**config.mk**
```make
export PLATFORM = sky130hd
export DESIGN_NAME = priority_round_robin_task_scheduler
export DESIGN_NICKNAME = d
export VERILOG_FILES = /design/src/prrs_pkg.sv /design/src/prrs_ram.sv /design/src/prrs_ctrl.sv /design/src/prrs_dp.sv /design/src/priority_round_robin_task_scheduler.sv
export SDC_FILE = /design/constraint.sdc
export NUM_CORES = 2
export LEC_CHECK = 0
export BUFFER_PORTS_ARGS = -buffer_cell sky130_fd_sc_hd__buf_4
export CAP_MARGIN = 20
export CORE_MARGIN = 2
export CORE_UTILIZATION = 25
export CTS_CLUSTER_DIAMETER = 60
export DETAILED_ROUTE_END_ITERATION = 12
export SETUP_SLACK_MARGIN = 0.2
export SYNTH_ARGS = -nofsm -noshare
export SYNTH_HDL_FRONTEND = slang
export SYNTH_HIERARCHICAL = 1
export SYNTH_SLANG_ARGS = --single-unit
```
**constraint.sdc**
```tcl
create_clock -name clk_i -period 18.2 [get_ports clk_i]
set_clock_uncertainty 0.1 [all_clocks]
set_input_delay 1.82 -clock clk_i [delete_from_list [all_inputs] [get_ports clk_i]]
set_output_delay 1.82 -clock clk_i [all_outputs]
set_load 0.02 [all_outputs]
```
**src/prrs_pkg.sv**
```systemverilog
package prrs_pkg;

  localparam int MaxTasks = 16;
  localparam int IdxW = $clog2(MaxTasks);
  localparam int CntW = $clog2(MaxTasks + 1);

  localparam logic [1:0] StReady = 2'd0;
  localparam logic [1:0] StRun   = 2'd1;
  localparam logic [1:0] StSleep = 2'd2;
  localparam logic [1:0] StDead  = 2'd3;

  localparam logic [2:0] OpTick   = 3'd0;
  localparam logic [2:0] OpCreate = 3'd1;
  localparam logic [2:0] OpYield  = 3'd2;
  localparam logic [2:0] OpSleep  = 3'd3;
  localparam logic [2:0] OpWake   = 3'd4;
  localparam logic [2:0] OpExit   = 3'd5;
  localparam logic [2:0] OpSetPri = 3'd6;
  localparam logic [2:0] OpStart  = 3'd7;

  localparam logic [1:0] StsOk      = 2'd0;
  localparam logic [1:0] StsFull    = 2'd1;
  localparam logic [1:0] StsBadIdx  = 2'd2;
  localparam logic [1:0] StsNoCur   = 2'd3;

  localparam logic [1:0] RegQuantum = 2'd0;
  localparam logic [1:0] RegFloor   = 2'd1;
  localparam logic [1:0] RegCeiling = 2'd2;

  // scan kinds: wake sweep, best-in-rotation, strictly-higher
  typedef enum logic [1:0] {
    ScanWake = 2'd0,
    ScanNext = 2'd1,
    ScanHigh = 2'd2
  } scan_e;

  // controller -> datapath
  typedef struct packed {
    logic  load;      // latch input item, do immediate work
    logic  scan_init; // start a scan
    scan_e scan_kind;
    logic  scan_step; // process one entry
    logic  tick_post; // quantum handling after wake sweep
    logic  resched;   // finish reschedule after next scan
    logic  start_fin; // finish start after next scan
    logic  tick_fin;  // finish tick after its pick scan
    logic  emit;      // present result
  } cmd_t;

  // datapath -> controller
  typedef struct packed {
    logic       scan_last;
    logic [2:0] next_act; // what follows load or tick_post
  } sts_t;

  localparam logic [2:0] ActDone  = 3'd0;
  localparam logic [2:0] ActWake  = 3'd1;
  localparam logic [2:0] ActNext  = 3'd2; // reschedule pick
  localparam logic [2:0] ActStart = 3'd3;
  localparam logic [2:0] ActHigh  = 3'd4;
  localparam logic [2:0] ActQEnd  = 3'd5; // quantum expired pick

  function automatic logic [7:0] clamp_prio(logic [7:0] p, logic [7:0] fl,
                                            logic [7:0] ce);
    logic [7:0] v;
    v = (p < fl) ? fl : p;
    v = (v > ce) ? ce : v;
    return v;
  endfunction

endpackage

```
**src/prrs_ram.sv**
```systemverilog
module prrs_ram #(
  parameter int Width = 8,
  parameter int Depth = 16
) (
  input  logic                     clk_i,
  input  logic                     we_i,
  input  logic [$clog2(Depth)-1:0] waddr_i,
  input  logic [Width-1:0]         wdata_i,
  input  logic [$clog2(Depth)-1:0] raddr_i,
  output logic [Width-1:0]         rdata_o
);
  logic [Width-1:0] mem_q [Depth];

  always_ff @(posedge clk_i) begin
    if (we_i) begin
      mem_q[waddr_i] <= wdata_i;
    end
    rdata_o <= mem_q[raddr_i];
  end
endmodule

```
**src/prrs_ctrl.sv**
```systemverilog
module prrs_ctrl (
  input  logic                 clk_i,
  input  logic                 rst_ni,
  input  logic                 in_valid_i,
  output logic                 in_stall_o,
  output logic                 out_valid_o,
  input  logic                 out_stall_i,
  input  prrs_pkg::sts_t       sts_i,
  output prrs_pkg::cmd_t       cmd_o
);
  typedef enum logic [6:0] {
    SIdle = 7'b0000001,
    SDisp = 7'b0000010,
    SWake = 7'b0000100,
    SPost = 7'b0001000,
    SScan = 7'b0010000,
    SFin  = 7'b0100000,
    SOut  = 7'b1000000
  } state_e;

  state_e state_q, state_d;
  logic [2:0] act_q, act_d;

  assign in_stall_o  = (state_q != SIdle);
  assign out_valid_o = (state_q == SOut);

  always_comb begin
    state_d = state_q;
    act_d   = act_q;
    cmd_o   = '0;
    unique case (state_q)
      SIdle: begin
        if (in_valid_i) begin
          cmd_o.load = 1'b1;
          state_d    = SDisp;
        end
      end
      SDisp: begin
        act_d = sts_i.next_act;
        priority case (sts_i.next_act)
          prrs_pkg::ActWake: begin
            cmd_o.scan_init = 1'b1;
            cmd_o.scan_kind = prrs_pkg::ScanWake;
            state_d = SWake;
          end
          prrs_pkg::ActNext, prrs_pkg::ActStart: begin
            cmd_o.scan_init = 1'b1;
            cmd_o.scan_kind = prrs_pkg::ScanNext;
            state_d = SScan;
          end
          default: state_d = SOut;
        endcase
      end
      SWake: begin
        cmd_o.scan_step = 1'b1;
        if (sts_i.scan_last) state_d = SPost;
      end
      SPost: begin
        cmd_o.tick_post = 1'b1;
        act_d = sts_i.next_act;
        priority case (sts_i.next_act)
          prrs_pkg::ActHigh: begin
            cmd_o.scan_init = 1'b1;
            cmd_o.scan_kind = prrs_pkg::ScanHigh;
            state_d = SScan;
          end
          prrs_pkg::ActQEnd: begin
            cmd_o.scan_init = 1'b1;
            cmd_o.scan_kind = prrs_pkg::ScanNext;
            state_d = SScan;
          end
          default: state_d = SOut;
        endcase
      end
      SScan: begin
        cmd_o.scan_step = 1'b1;
        if (sts_i.scan_last) state_d = SFin;
      end
      SFin: begin
        cmd_o.resched   = (act_q == prrs_pkg::ActNext);
        cmd_o.start_fin = (act_q == prrs_pkg::ActStart);
        cmd_o.tick_fin  = (act_q == prrs_pkg::ActHigh) || (act_q == prrs_pkg::ActQEnd);
        state_d = SOut;
      end
      SOut: begin
        cmd_o.emit = 1'b1;
        if (!out_stall_i) state_d = SIdle;
      end
      default: state_d = SIdle;
    endcase
  end

  always_ff @(posedge clk_i or negedge rst_ni) begin
    if (!rst_ni) begin
      state_q <= SIdle;
      act_q   <= prrs_pkg::ActDone;
    end else begin
      state_q <= state_d;
      act_q   <= act_d;
    end
  end
endmodule

```
**src/prrs_dp.sv**
```systemverilog
module prrs_dp (
  input  logic                          clk_i,
  input  logic                          rst_ni,
  input  prrs_pkg::cmd_t                cmd_i,
  output prrs_pkg::sts_t                sts_o,
  input  logic [2:0]                    operation_i,
  input  logic [3:0]                    task_index_i,
  input  logic [7:0]                    requested_priority_i,
  input  logic [31:0]                   sleep_ticks_i,
  input  logic [15:0]                   quantum_i,
  input  logic [7:0]                    floor_i,
  input  logic [7:0]                    ceiling_i,
  output logic [1:0]                    status_o,
  output logic [3:0]                    running_task_o,
  output logic                          running_valid_o,
  output logic                          switched_o,
  output logic [3:0]                    created_index_o,
  output logic [7:0]                    running_priority_o,
  output logic [4:0]                    tasks_in_use_o
);
  localparam int N = prrs_pkg::MaxTasks;
  localparam int IW = prrs_pkg::IdxW;
  localparam int CW = prrs_pkg::CntW;

  // small per-task fields kept in flops; wake times in RAM
  logic [1:0]  tstat_q [N];
  logic [7:0]  prio_q  [N];
  logic [15:0] qleft_q [N];
  logic [15:0] slen_q  [N];

  logic [CW-1:0] total_q;
  logic [IW-1:0] cur_q, old_cur_q;
  logic          pres_q, old_pres_q;
  logic [63:0]   now_q;
  logic [2:0]    op_q;
  logic [31:0]   ms_q;
  logic [1:0]    status_q;
  logic [3:0]    created_q;

  // scan
  prrs_pkg::scan_e kind_q;
  logic [CW-1:0] k_q;       // step counter
  logic [IW-1:0] pos_q;     // rotation position
  logic          rd_pend_q; // wake RAM read in flight
  logic [IW-1:0] rd_pos_q;
  logic          best_v_q;
  logic [IW-1:0] best_q;
  logic [7:0]    bestp_q;

  // wake time RAM
  logic          ram_we;
  logic [IW-1:0] ram_wa, ram_ra;
  logic [63:0]   ram_wd, ram_rd;

  prrs_ram #(.Width(64), .Depth(N)) u_wake (
    .clk_i, .we_i(ram_we), .waddr_i(ram_wa), .wdata_i(ram_wd),
    .raddr_i(ram_ra), .rdata_o(ram_rd)
  );

  // next action after dispatch; scan end flag
  always_comb begin
    // wake sweep ends later than the other scans, since the RAM read is registered
    sts_o.scan_last = (kind_q == prrs_pkg::ScanWake) ?
        (k_q >= total_q) : (k_q + CW'(1) >= total_q) || (total_q == '0);
    sts_o.next_act = prrs_pkg::ActDone;
    if (cmd_i.tick_post) begin
      if (pres_q && tstat_q[cur_q] == prrs_pkg::StRun) begin
        if (qleft_q[cur_q] > 16'd1) sts_o.next_act = prrs_pkg::ActHigh;
        else sts_o.next_act = prrs_pkg::ActQEnd;
      end
    end else begin
      unique case (op_q)
        prrs_pkg::OpTick: sts_o.next_act = prrs_pkg::ActWake;
        prrs_pkg::OpYield, prrs_pkg::OpSleep, prrs_pkg::OpExit:
          if (pres_q) sts_o.next_act = prrs_pkg::ActNext;
        prrs_pkg::OpStart:
          if (!pres_q) sts_o.next_act = prrs_pkg::ActStart;
        default: sts_o.next_act = prrs_pkg::ActDone;
      endcase
    end
  end

  assign ram_ra = pos_q;

  always_comb begin
    ram_we = 1'b0;
    ram_wa = cur_q;
    ram_wd = now_q + {32'd0, ms_q};
    if (cmd_i.scan_init && op_q == prrs_pkg::OpSleep && pres_q) begin
      ram_we = 1'b1;
    end
  end

  logic [IW-1:0] start_pos, wrap_pos;
  always_comb begin
    start_pos = '0;
    if (pres_q && ({1'b0, cur_q} + 1'b1) < {1'b0, total_q[IW-1:0]} | (total_q == CW'(N) &&
        cur_q != IW'(N-1)))
      start_pos = cur_q + IW'(1);
    wrap_pos = (({1'b0, pos_q} + 1'b1) >= (IW+1)'(total_q)) ? '0 : pos_q + IW'(1);
  end

  always_ff @(posedge clk_i or negedge rst_ni) begin
    if (!rst_ni) begin
      for (int i = 0; i < N; i++) tstat_q[i] <= prrs_pkg::StReady;
      total_q    <= '0;
      cur_q      <= '0;
      pres_q     <= 1'b0;
      now_q      <= '0;
      k_q        <= '0;
      rd_pend_q  <= 1'b0;
    end else begin
      if (cmd_i.load) begin
        old_cur_q  <= cur_q;
        old_pres_q <= pres_q;
        created_q  <= '0;
        status_q   <= prrs_pkg::StsOk;
        unique case (operation_i)
          prrs_pkg::OpTick: now_q <= now_q + 64'd1;
          prrs_pkg::OpCreate: begin
            if (total_q >= CW'(N)) status_q <= prrs_pkg::StsFull;
            else begin
              created_q <= 4'(total_q);
              prio_q[total_q[IW-1:0]]  <= prrs_pkg::clamp_prio(requested_priority_i,
                                                               floor_i, ceiling_i);
              slen_q[total_q[IW-1:0]]  <= quantum_i;
              qleft_q[total_q[IW-1:0]] <= quantum_i;
              tstat_q[total_q[IW-1:0]] <= prrs_pkg::StReady;
              total_q <= total_q + CW'(1);
            end
          end
          prrs_pkg::OpYield, prrs_pkg::OpSleep, prrs_pkg::OpExit: begin
            if (!pres_q) status_q <= prrs_pkg::StsNoCur;
            else if (operation_i == prrs_pkg::OpSleep)
              tstat_q[cur_q] <= prrs_pkg::StSleep;
            else if (operation_i == prrs_pkg::OpExit)
              tstat_q[cur_q] <= prrs_pkg::StDead;
          end
          prrs_pkg::OpWake: begin
            if ({1'b0, task_index_i} >= 5'(total_q)) status_q <= prrs_pkg::StsBadIdx;
            else if (tstat_q[task_index_i[IW-1:0]] == prrs_pkg::StSleep)
              tstat_q[task_index_i[IW-1:0]] <= prrs_pkg::StReady;
          end
          prrs_pkg::OpSetPri: begin
            if ({1'b0, task_index_i} >= 5'(total_q)) status_q <= prrs_pkg::StsBadIdx;
            else prio_q[task_index_i[IW-1:0]] <= prrs_pkg::clamp_prio(
                requested_priority_i, floor_i, ceiling_i);
          end
          default: ;
        endcase
        op_q  <= operation_i;
        ms_q  <= sleep_ticks_i;
      end

      if (cmd_i.scan_init) begin
        kind_q    <= cmd_i.scan_kind;
        k_q       <= '0;
        best_v_q  <= 1'b0;
        rd_pend_q <= 1'b0;
        unique case (cmd_i.scan_kind)
          prrs_pkg::ScanNext: pos_q <= start_pos;
          default: pos_q <= '0;
        endcase
        bestp_q <= (cmd_i.scan_kind == prrs_pkg::ScanHigh) ? prio_q[cur_q] : 8'd0;
        // reschedule: running task goes back to ready with a full slice
        if (op_q != prrs_pkg::OpTick && op_q != prrs_pkg::OpStart &&
            tstat_q[cur_q] == prrs_pkg::StRun) begin
          tstat_q[cur_q] <= prrs_pkg::StReady;
          qleft_q[cur_q] <= slen_q[cur_q];
        end
      end

      if (cmd_i.scan_step) begin
        if (kind_q == prrs_pkg::ScanWake) begin
          k_q       <= k_q + CW'(1);
          pos_q     <= pos_q + IW'(1);
          rd_pend_q <= ({1'b0, k_q} < (CW+1)'(total_q));
          rd_pos_q  <= pos_q;
          if (rd_pend_q && tstat_q[rd_pos_q] == prrs_pkg::StSleep && ram_rd <= now_q)
            tstat_q[rd_pos_q] <= prrs_pkg::StReady;
        end else begin
          k_q   <= k_q + CW'(1);
          pos_q <= wrap_pos;
          if (total_q != '0 && tstat_q[pos_q] == prrs_pkg::StReady) begin
            if (kind_q == prrs_pkg::ScanHigh) begin
              if (prio_q[pos_q] < bestp_q) begin
                best_v_q <= 1'b1; best_q <= pos_q; bestp_q <= prio_q[pos_q];
              end
            end else if (!best_v_q || prio_q[pos_q] < bestp_q) begin
              best_v_q <= 1'b1; best_q <= pos_q; bestp_q <= prio_q[pos_q];
            end
          end
        end
      end

      if (cmd_i.tick_post && pres_q && tstat_q[cur_q] == prrs_pkg::StRun) begin
        if (qleft_q[cur_q] > 16'd1) qleft_q[cur_q] <= qleft_q[cur_q] - 16'd1;
        else begin
          qleft_q[cur_q] <= slen_q[cur_q];
          tstat_q[cur_q] <= prrs_pkg::StReady;
        end
      end

      if (cmd_i.resched || (cmd_i.tick_fin && op_q == prrs_pkg::OpTick &&
          !(best_v_q && kind_q == prrs_pkg::ScanHigh))) begin
        if (cmd_i.resched || kind_q == prrs_pkg::ScanNext) begin
          if (!best_v_q || best_q == cur_q) tstat_q[cur_q] <= prrs_pkg::StRun;
          else begin
            tstat_q[best_q] <= prrs_pkg::StRun;
            cur_q <= best_q;
          end
        end
      end
      if (cmd_i.tick_fin && kind_q == prrs_pkg::ScanHigh && best_v_q) begin
        tstat_q[cur_q]  <= prrs_pkg::StReady;
        tstat_q[best_q] <= prrs_pkg::StRun;
        cur_q <= best_q;
      end
      if (cmd_i.start_fin) begin
        if (!best_v_q) status_q <= prrs_pkg::StsNoCur;
        else begin
          cur_q  <= best_q;
          pres_q <= 1'b1;
          tstat_q[best_q] <= prrs_pkg::StRun;
        end
      end
    end
  end

  assign status_o           = status_q;
  assign running_task_o     = pres_q ? 4'(cur_q) : 4'd0;
  assign running_valid_o    = pres_q;
  assign switched_o         = (pres_q != old_pres_q) || (pres_q && cur_q != old_cur_q);
  assign created_index_o    = created_q;
  assign running_priority_o = pres_q ? prio_q[cur_q] : 8'd0;
  assign tasks_in_use_o     = 5'(total_q);
endmodule

```
**src/priority_round_robin_task_scheduler.sv**
```systemverilog
// Create, wake, set priority and start while running go from dispatch straight
//   to the result; yield, sleep, exit and start add a pick scan over the tasks
//   created; a tick adds a wake sweep, and with a running task a pick scan.
// One event at a time: the input stalls until the last result is taken; the
//   per-task scan over the task table sets the pace.
// Reset (rst_ni low, asynchronous): all tasks ready and unused, no current
//   task, clock at zero, registers at their defaults.
module priority_round_robin_task_scheduler (
  input  logic        clk_i,
  input  logic        rst_ni,
  // event transfer in
  input  logic        in_valid_i,
  output logic        in_stall_o,
  input  logic [2:0]  operation_i,
  input  logic [3:0]  task_index_i,
  input  logic [7:0]  requested_priority_i,
  input  logic [31:0] sleep_ticks_i,
  // result transfer out
  output logic        out_valid_o,
  input  logic        out_stall_i,
  output logic [1:0]  status_o,
  output logic [3:0]  running_task_o,
  output logic        running_valid_o,
  output logic        switched_o,
  output logic [3:0]  created_index_o,
  output logic [7:0]  running_priority_o,
  output logic [4:0]  tasks_in_use_o,
  // register port
  input  logic        psel,
  input  logic        penable,
  input  logic        pwrite,
  input  logic [3:0]  paddr,
  input  logic [31:0] pwdata,
  output logic [31:0] prdata,
  output logic        pready
);
  logic [15:0] quantum_q;
  logic [7:0]  floor_q, ceiling_q;
  logic [1:0]  reg_sel;

  prrs_pkg::cmd_t cmd;
  prrs_pkg::sts_t sts;

  assign pready  = 1'b1;
  assign reg_sel = paddr[3:2];

  // Hold the registers; write on the access phase of a transfer.
  always_ff @(posedge clk_i or negedge rst_ni) begin
    if (!rst_ni) begin
      quantum_q <= 16'd10;
      floor_q   <= 8'd0;
      ceiling_q <= 8'd255;
    end else if (psel && penable && pwrite && paddr[1:0] == 2'b00) begin
      unique case (reg_sel)
        prrs_pkg::RegQuantum: quantum_q <= pwdata[15:0];
        prrs_pkg::RegFloor:   floor_q   <= pwdata[7:0];
        prrs_pkg::RegCeiling: ceiling_q <= pwdata[7:0];
        default: ;
      endcase
    end
  end

  always_comb begin
    unique case (reg_sel)
      prrs_pkg::RegQuantum: prdata = {16'd0, quantum_q};
      prrs_pkg::RegFloor:   prdata = {24'd0, floor_q};
      prrs_pkg::RegCeiling: prdata = {24'd0, ceiling_q};
      default:              prdata = 32'd0;
    endcase
  end

  // Sequence each event: dispatch, optional wake sweep, optional pick scan, result.
  prrs_ctrl u_ctrl (
    .clk_i, .rst_ni, .in_valid_i, .in_stall_o, .out_valid_o, .out_stall_i,
    .sts_i(sts), .cmd_o(cmd)
  );

  prrs_dp u_dp (
    .clk_i, .rst_ni, .cmd_i(cmd), .sts_o(sts),
    .operation_i, .task_index_i, .requested_priority_i, .sleep_ticks_i,
    .quantum_i(quantum_q), .floor_i(floor_q), .ceiling_i(ceiling_q),
    .status_o, .running_task_o, .running_valid_o, .switched_o,
    .created_index_o, .running_priority_o, .tasks_in_use_o
  );
endmodule

```
# == After elaboration in Yosys (flattened, before gate mapping) ==
# Memory sizes are Yosys's and may differ from the RTL's. A register that Yosys moved wholly into a read port is not among the register bits.
# Index checks and enable logic that the tools add are counted.
# op_classes
magnitude_cmp,23
n_addsub,9
bitwise,36
reduce_logical,73
muxes,141
eq_ne,47
# ops
cell,n
$mux W32,20
$and A32 B32 Y32,6
$not A32 Y32,4
$mux W8,12
$pmux W32 S3,1
$and A16 B16 Y16,5
$or A16 B16 Y16,5
$mux W4,19
$add A64 B1 Y64 const B,1
$add A64 B32 Y64,1
$le A64 B64 Y1,1
$pmux W7 S7,1
$mux W16,3
$not A16 Y16,3
$pmux W16 S3,1
$demux W2 S4,5
$mux W2,20
$mux W1,39
$ge A5 B5 Y1 const B,7
$mux W7,5
$bmux W2 S4,4
$or A32 B32 Y32,1
$logic_and A1 B1 Y1,31
$not A4 Y5,6
other kinds (56),128
# word_totals
word_cells,372
in_bits,90
n_memories,4
out_inout_bits,60
ff_bits,223
mem_bits_rw,1664
# mem_list
name,depth,word_bits,rd,rd_ports_with_merged_regs,write_ports,line_no,rtl
u_dp.u_wake.mem_q,16,64,1,1,1,prrs_ram.sv:12,logic [Width-1:0] mem_q [Depth];
u_dp.qleft_q,16,16,1,0,1,prrs_dp.sv:28,logic [15:0] qleft_q [N];
u_dp.slen_q,16,16,1,0,1,prrs_dp.sv:29,logic [15:0] slen_q [N];
u_dp.prio_q,16,8,2,1,1,prrs_dp.sv:27,logic [7:0] prio_q [N];

# == Logic depth before layout (Yosys ltp) ==
# logic_depth
ltp_word,31
ltp_mapped,21

# == Modules after synthesis ==
# The synthesis kept the hierarchy.
# by_module_without_submodules
module,area_each_um2,instances,cells_each
prrs_dp,43904.6,1,3575
prrs_ram,39581.7,1,1647
priority_round_robin_task_scheduler,1711.6,1,127
prrs_ctrl,623.1,1,70

# == Worst setup path before layout ==
# OpenSTA, ideal clock, no wires.
# synth_path
kind,reg-to-reg
startpoint,register u_dp.cur_q[1]
endpoint,"memory u_dp.u_wake.mem_q[0][0], enable pin"
synth_period_minus_slack_ps,9600
arrival_time_ps,8936
path_slack_ps,8600
t_required_ps,17535
path_stages_with_launch,18
cell_sequence,dfrtp_1 > buf_1 > clkbuf_1 > mux4_2 > mux4_2 > inv_1 > ha_1 > nor2_1 > nor2_1 > nand4b_4 > o22ai_1 > nor2_1 > o21ai_0 > inv_1 > clkbuf_1 > nor3_1 > or3b_2 > nor3_1
# synth_rtl
item,line_no,rtl
from (decl),prrs_dp.sv:32,"logic [IW-1:0] cur_q, old_cur_q;"
from (signal assigned),prrs_dp.sv:210,cur_q <= best_q;
from (signal assigned),prrs_dp.sv:217,cur_q <= best_q;
from (signal assigned),prrs_dp.sv:222,cur_q <= best_q;
to (decl),prrs_ram.sv:12,

==> results.txt <==
Detailed Route WL: 232000 um
Slowest CP cell: nor3_1
Final instance area: 0.0997 mm^2
Arr. time, crit path: 9.93 ns
RSZ-0062 raised after global routing: false
# setup viols final: 0
Initial core utilization: 0.251
Fmax: 105 MHz
Post_cts resized: 0
Critical Path RT: 18.58 ns
Mapped Area: 0.0858 mm^2
Tmin final: 9.54 ns
Final HPWL DP: 141000 um
Hold buffers post-CTS: 0
Tightest Hold Check Type: flop to flop
Top Metal Used: met5
Vias/cell: 4.76
Max H-tree Level: 4
First-pass GRT wire length: 338000 um
Period utilisation layout: 0.524
Global route total overflow: 0
Die area: 0.348 mm^2
Worst-path clk slew: 0.06 ns
Avg WL per Cell: 22.4 um
Final core utilization: 0.291
Max-cap violations: 0
Met1 Wirelength: 94300 um
Max transition margin: 0.176
Worst Path Buf+Inv: 3
TritonRoute pass-1 iters: 7
CTS tree: yes
Antenna violations before repair: 20
Core area: 0.342 mm^2
Routed vias: 49300
Status: completed
Leakage power: 33.6 nW
Clk buf depth: 4
Total track usage: 0.130
Syn Area/Cell: 15.8 um^2
Largest stage delay on the critical path: 1.14 ns
Power per cell area: 103 mW/mm^2
Worst path cell trace: buf_12 -> mux4_2 -> mux4_2 -> nor4_2 -> nand2_1 -> nand4b_4 -> o22ai_1 -> nor2_1 -> o21ai_0 -> inv_1 -> nor3_1 -> nand3b_1 -> nor2_4 -> buf_4
Clock Latency Late Sink: 0.88 ns
Crit-path most repeated cell: mux4_2
Crit-path max FO: 98
Die width: 590 um
Delay-heaviest family, CP: simple AND/OR/NAND/NOR gates
Met2 wire length: 115000 um
ANT nets after route: 0
Post-CTS setup repair buffer count: 0
Metal3 WL: 14500 um
Slew @ Worst Pin: 1.23 ns
Total negative slack: 0 ns
Largest net degree at the start of global routing: 162
Area post-placement: 0.0922 mm^2
Number of synthesis warnings: 6
Max VDD drop: 0.0781 mV
CTS Buf Count: 209
Die height: 590 um
Mapped Cells: 5418
Worst setup EP type: flop
Vias in the first global route: 50300
CTS Root Cell: clkbuf_16
Port buffer count: 116
Area grow syn2layout: 16.2%
Fraction of layout cells with a size suffix above 1: 0.220
Final hold vios: 0
GPL Wtd Cong: 0.883
FP Rows: 215
Crit start category: flop
First-iteration detailed-routing DRC count: 4818
DRC viols: 0
Critical path class: flop to flop
Ports: 150
Nets@finish: 5869
WHS: 0.405 ns
Slew Viols, Final: 0
Clock Sinks: 1955
[layer usage]
metal,vias to the layer above,global-route usage
met3,398,0.0195
met5,-,0
met1,25500,0.165
met2,1818,0.223
met4,4,0.0469
li1,21600,-
[layout make-up]
cell class | instances | area [um^2]
Fill cell | 33800 | 243000
Sequential cell | 1955 | 57300
Multi-Input combinational cell | 3006 | 26700
Tap cell | 4557 | 5700
Clock buffer | 270 | 5650
Timing Repair Buffer | 311 | 2680
Clock inverter | 111 | 1170
Inverter | 142 | 533
Antenna cell | 2 | 5.00
[registers in the layout, indices dropped and copies added (netlist names), 5 cells and up, named ones only]
name and count:
ceiling_q 8, u_dp/u_wake/rdata_o 64, floor_q 8, u_ctrl/state_q 7, u_dp/now_q 64, u_dp/slen_q 256
u_dp/tstat_q 32, u_dp/bestp_q 8, u_dp/ms_q 32, u_dp/prio_q 128, u_dp/tasks_in_use_o 5, u_dp/u_wake/mem_q 1024
u_dp/qleft_q 256, quantum_q 16, u_dp/k_q 5
[placed cells by master, fill, tap and decap left out, types with 29 or more instances in the layout]
master / instances
nand4_1: 42
and3_1: 31
nand3_1: 113
nand2_1: 530
ha_1: 153
clkbuf_16: 212
a22oi_1: 130
o21ai_1: 46
mux4_2: 500
nor3_1: 53
clkbuf_1: 45
a21o_1: 40
a21oi_1: 145
buf_4: 281
nand2b_1: 29
and2_1: 35
xnor2_1: 129
dfrtp_1: 138
mux2_2: 40
clkinv_2: 38
nor2b_1: 38
nor2_1: 216
dfxtp_1: 66
edfxtp_1: 1733
o21ai_0: 366
inv_1: 140
[through the flow]
| stage | total power [W] | instances | setup WS (ns) |
|---|---|---|---|
| after detailed placement | 0.00609 | 9912 | 8.66 |
| after global routing | 0.0106 | 10400 | 8.27 |
| after floorplan | 0.00577 | 5433 | 8.60 |
| after CTS | 0.0103 | 10300 | 8.65 |
| after global placement | 0.00605 | 9900 | 8.86 |
| final | 0.0103 | 10400 | 8.66 |
[path summary, 6_finish.rpt]
kind / endpoint / from / cells past startpoint / slack, ns
max in group asynchronous: u_dp/cur_q[3] / rst_ni / 2 / 16.07
hold reg to reg: u_dp/now_q[23] / u_dp/now_q[23] / 1 / 0.41
min in group asynchronous: u_dp/now_q[13] / rst_ni / 1 / 0.71
hold / removal: u_dp/now_q[23] / u_dp/now_q[23] / 1 / 0.41
setup reg to reg: u_dp/u_wake/mem_q[9][42] / u_dp/cur_q[0] / 14 / 8.66
setup / recovery: u_dp/u_wake/mem_q[9][42] / u_dp/cur_q[0] / 14 / 8.66
[worst reg2reg max path: stages, from the launching register on]
cell,delay [ns]
dfrtp_4,0.90
buf_12,0.73
mux4_2,0.68
mux4_2,0.53
nor4_2,0.43
nand2_1,0.23
nand4b_4,0.33
o22ai_1,0.31
nor2_1,0.10
o21ai_0,0.61
inv_1,0.64
nor3_1,1.14
nand3b_1,0.52
nor2_4,0.97
buf_4,0.90
[power breakdown]
group | leakage, nW | internal [W] | switching (W)
registers | 19.2 | 0.00509 | 0.0000789
logic | 11.0 | 0.000311 | 0.000540
clock network | 3.34 | 0.00248 | 0.00177
(Power assumes the default switching activity.)
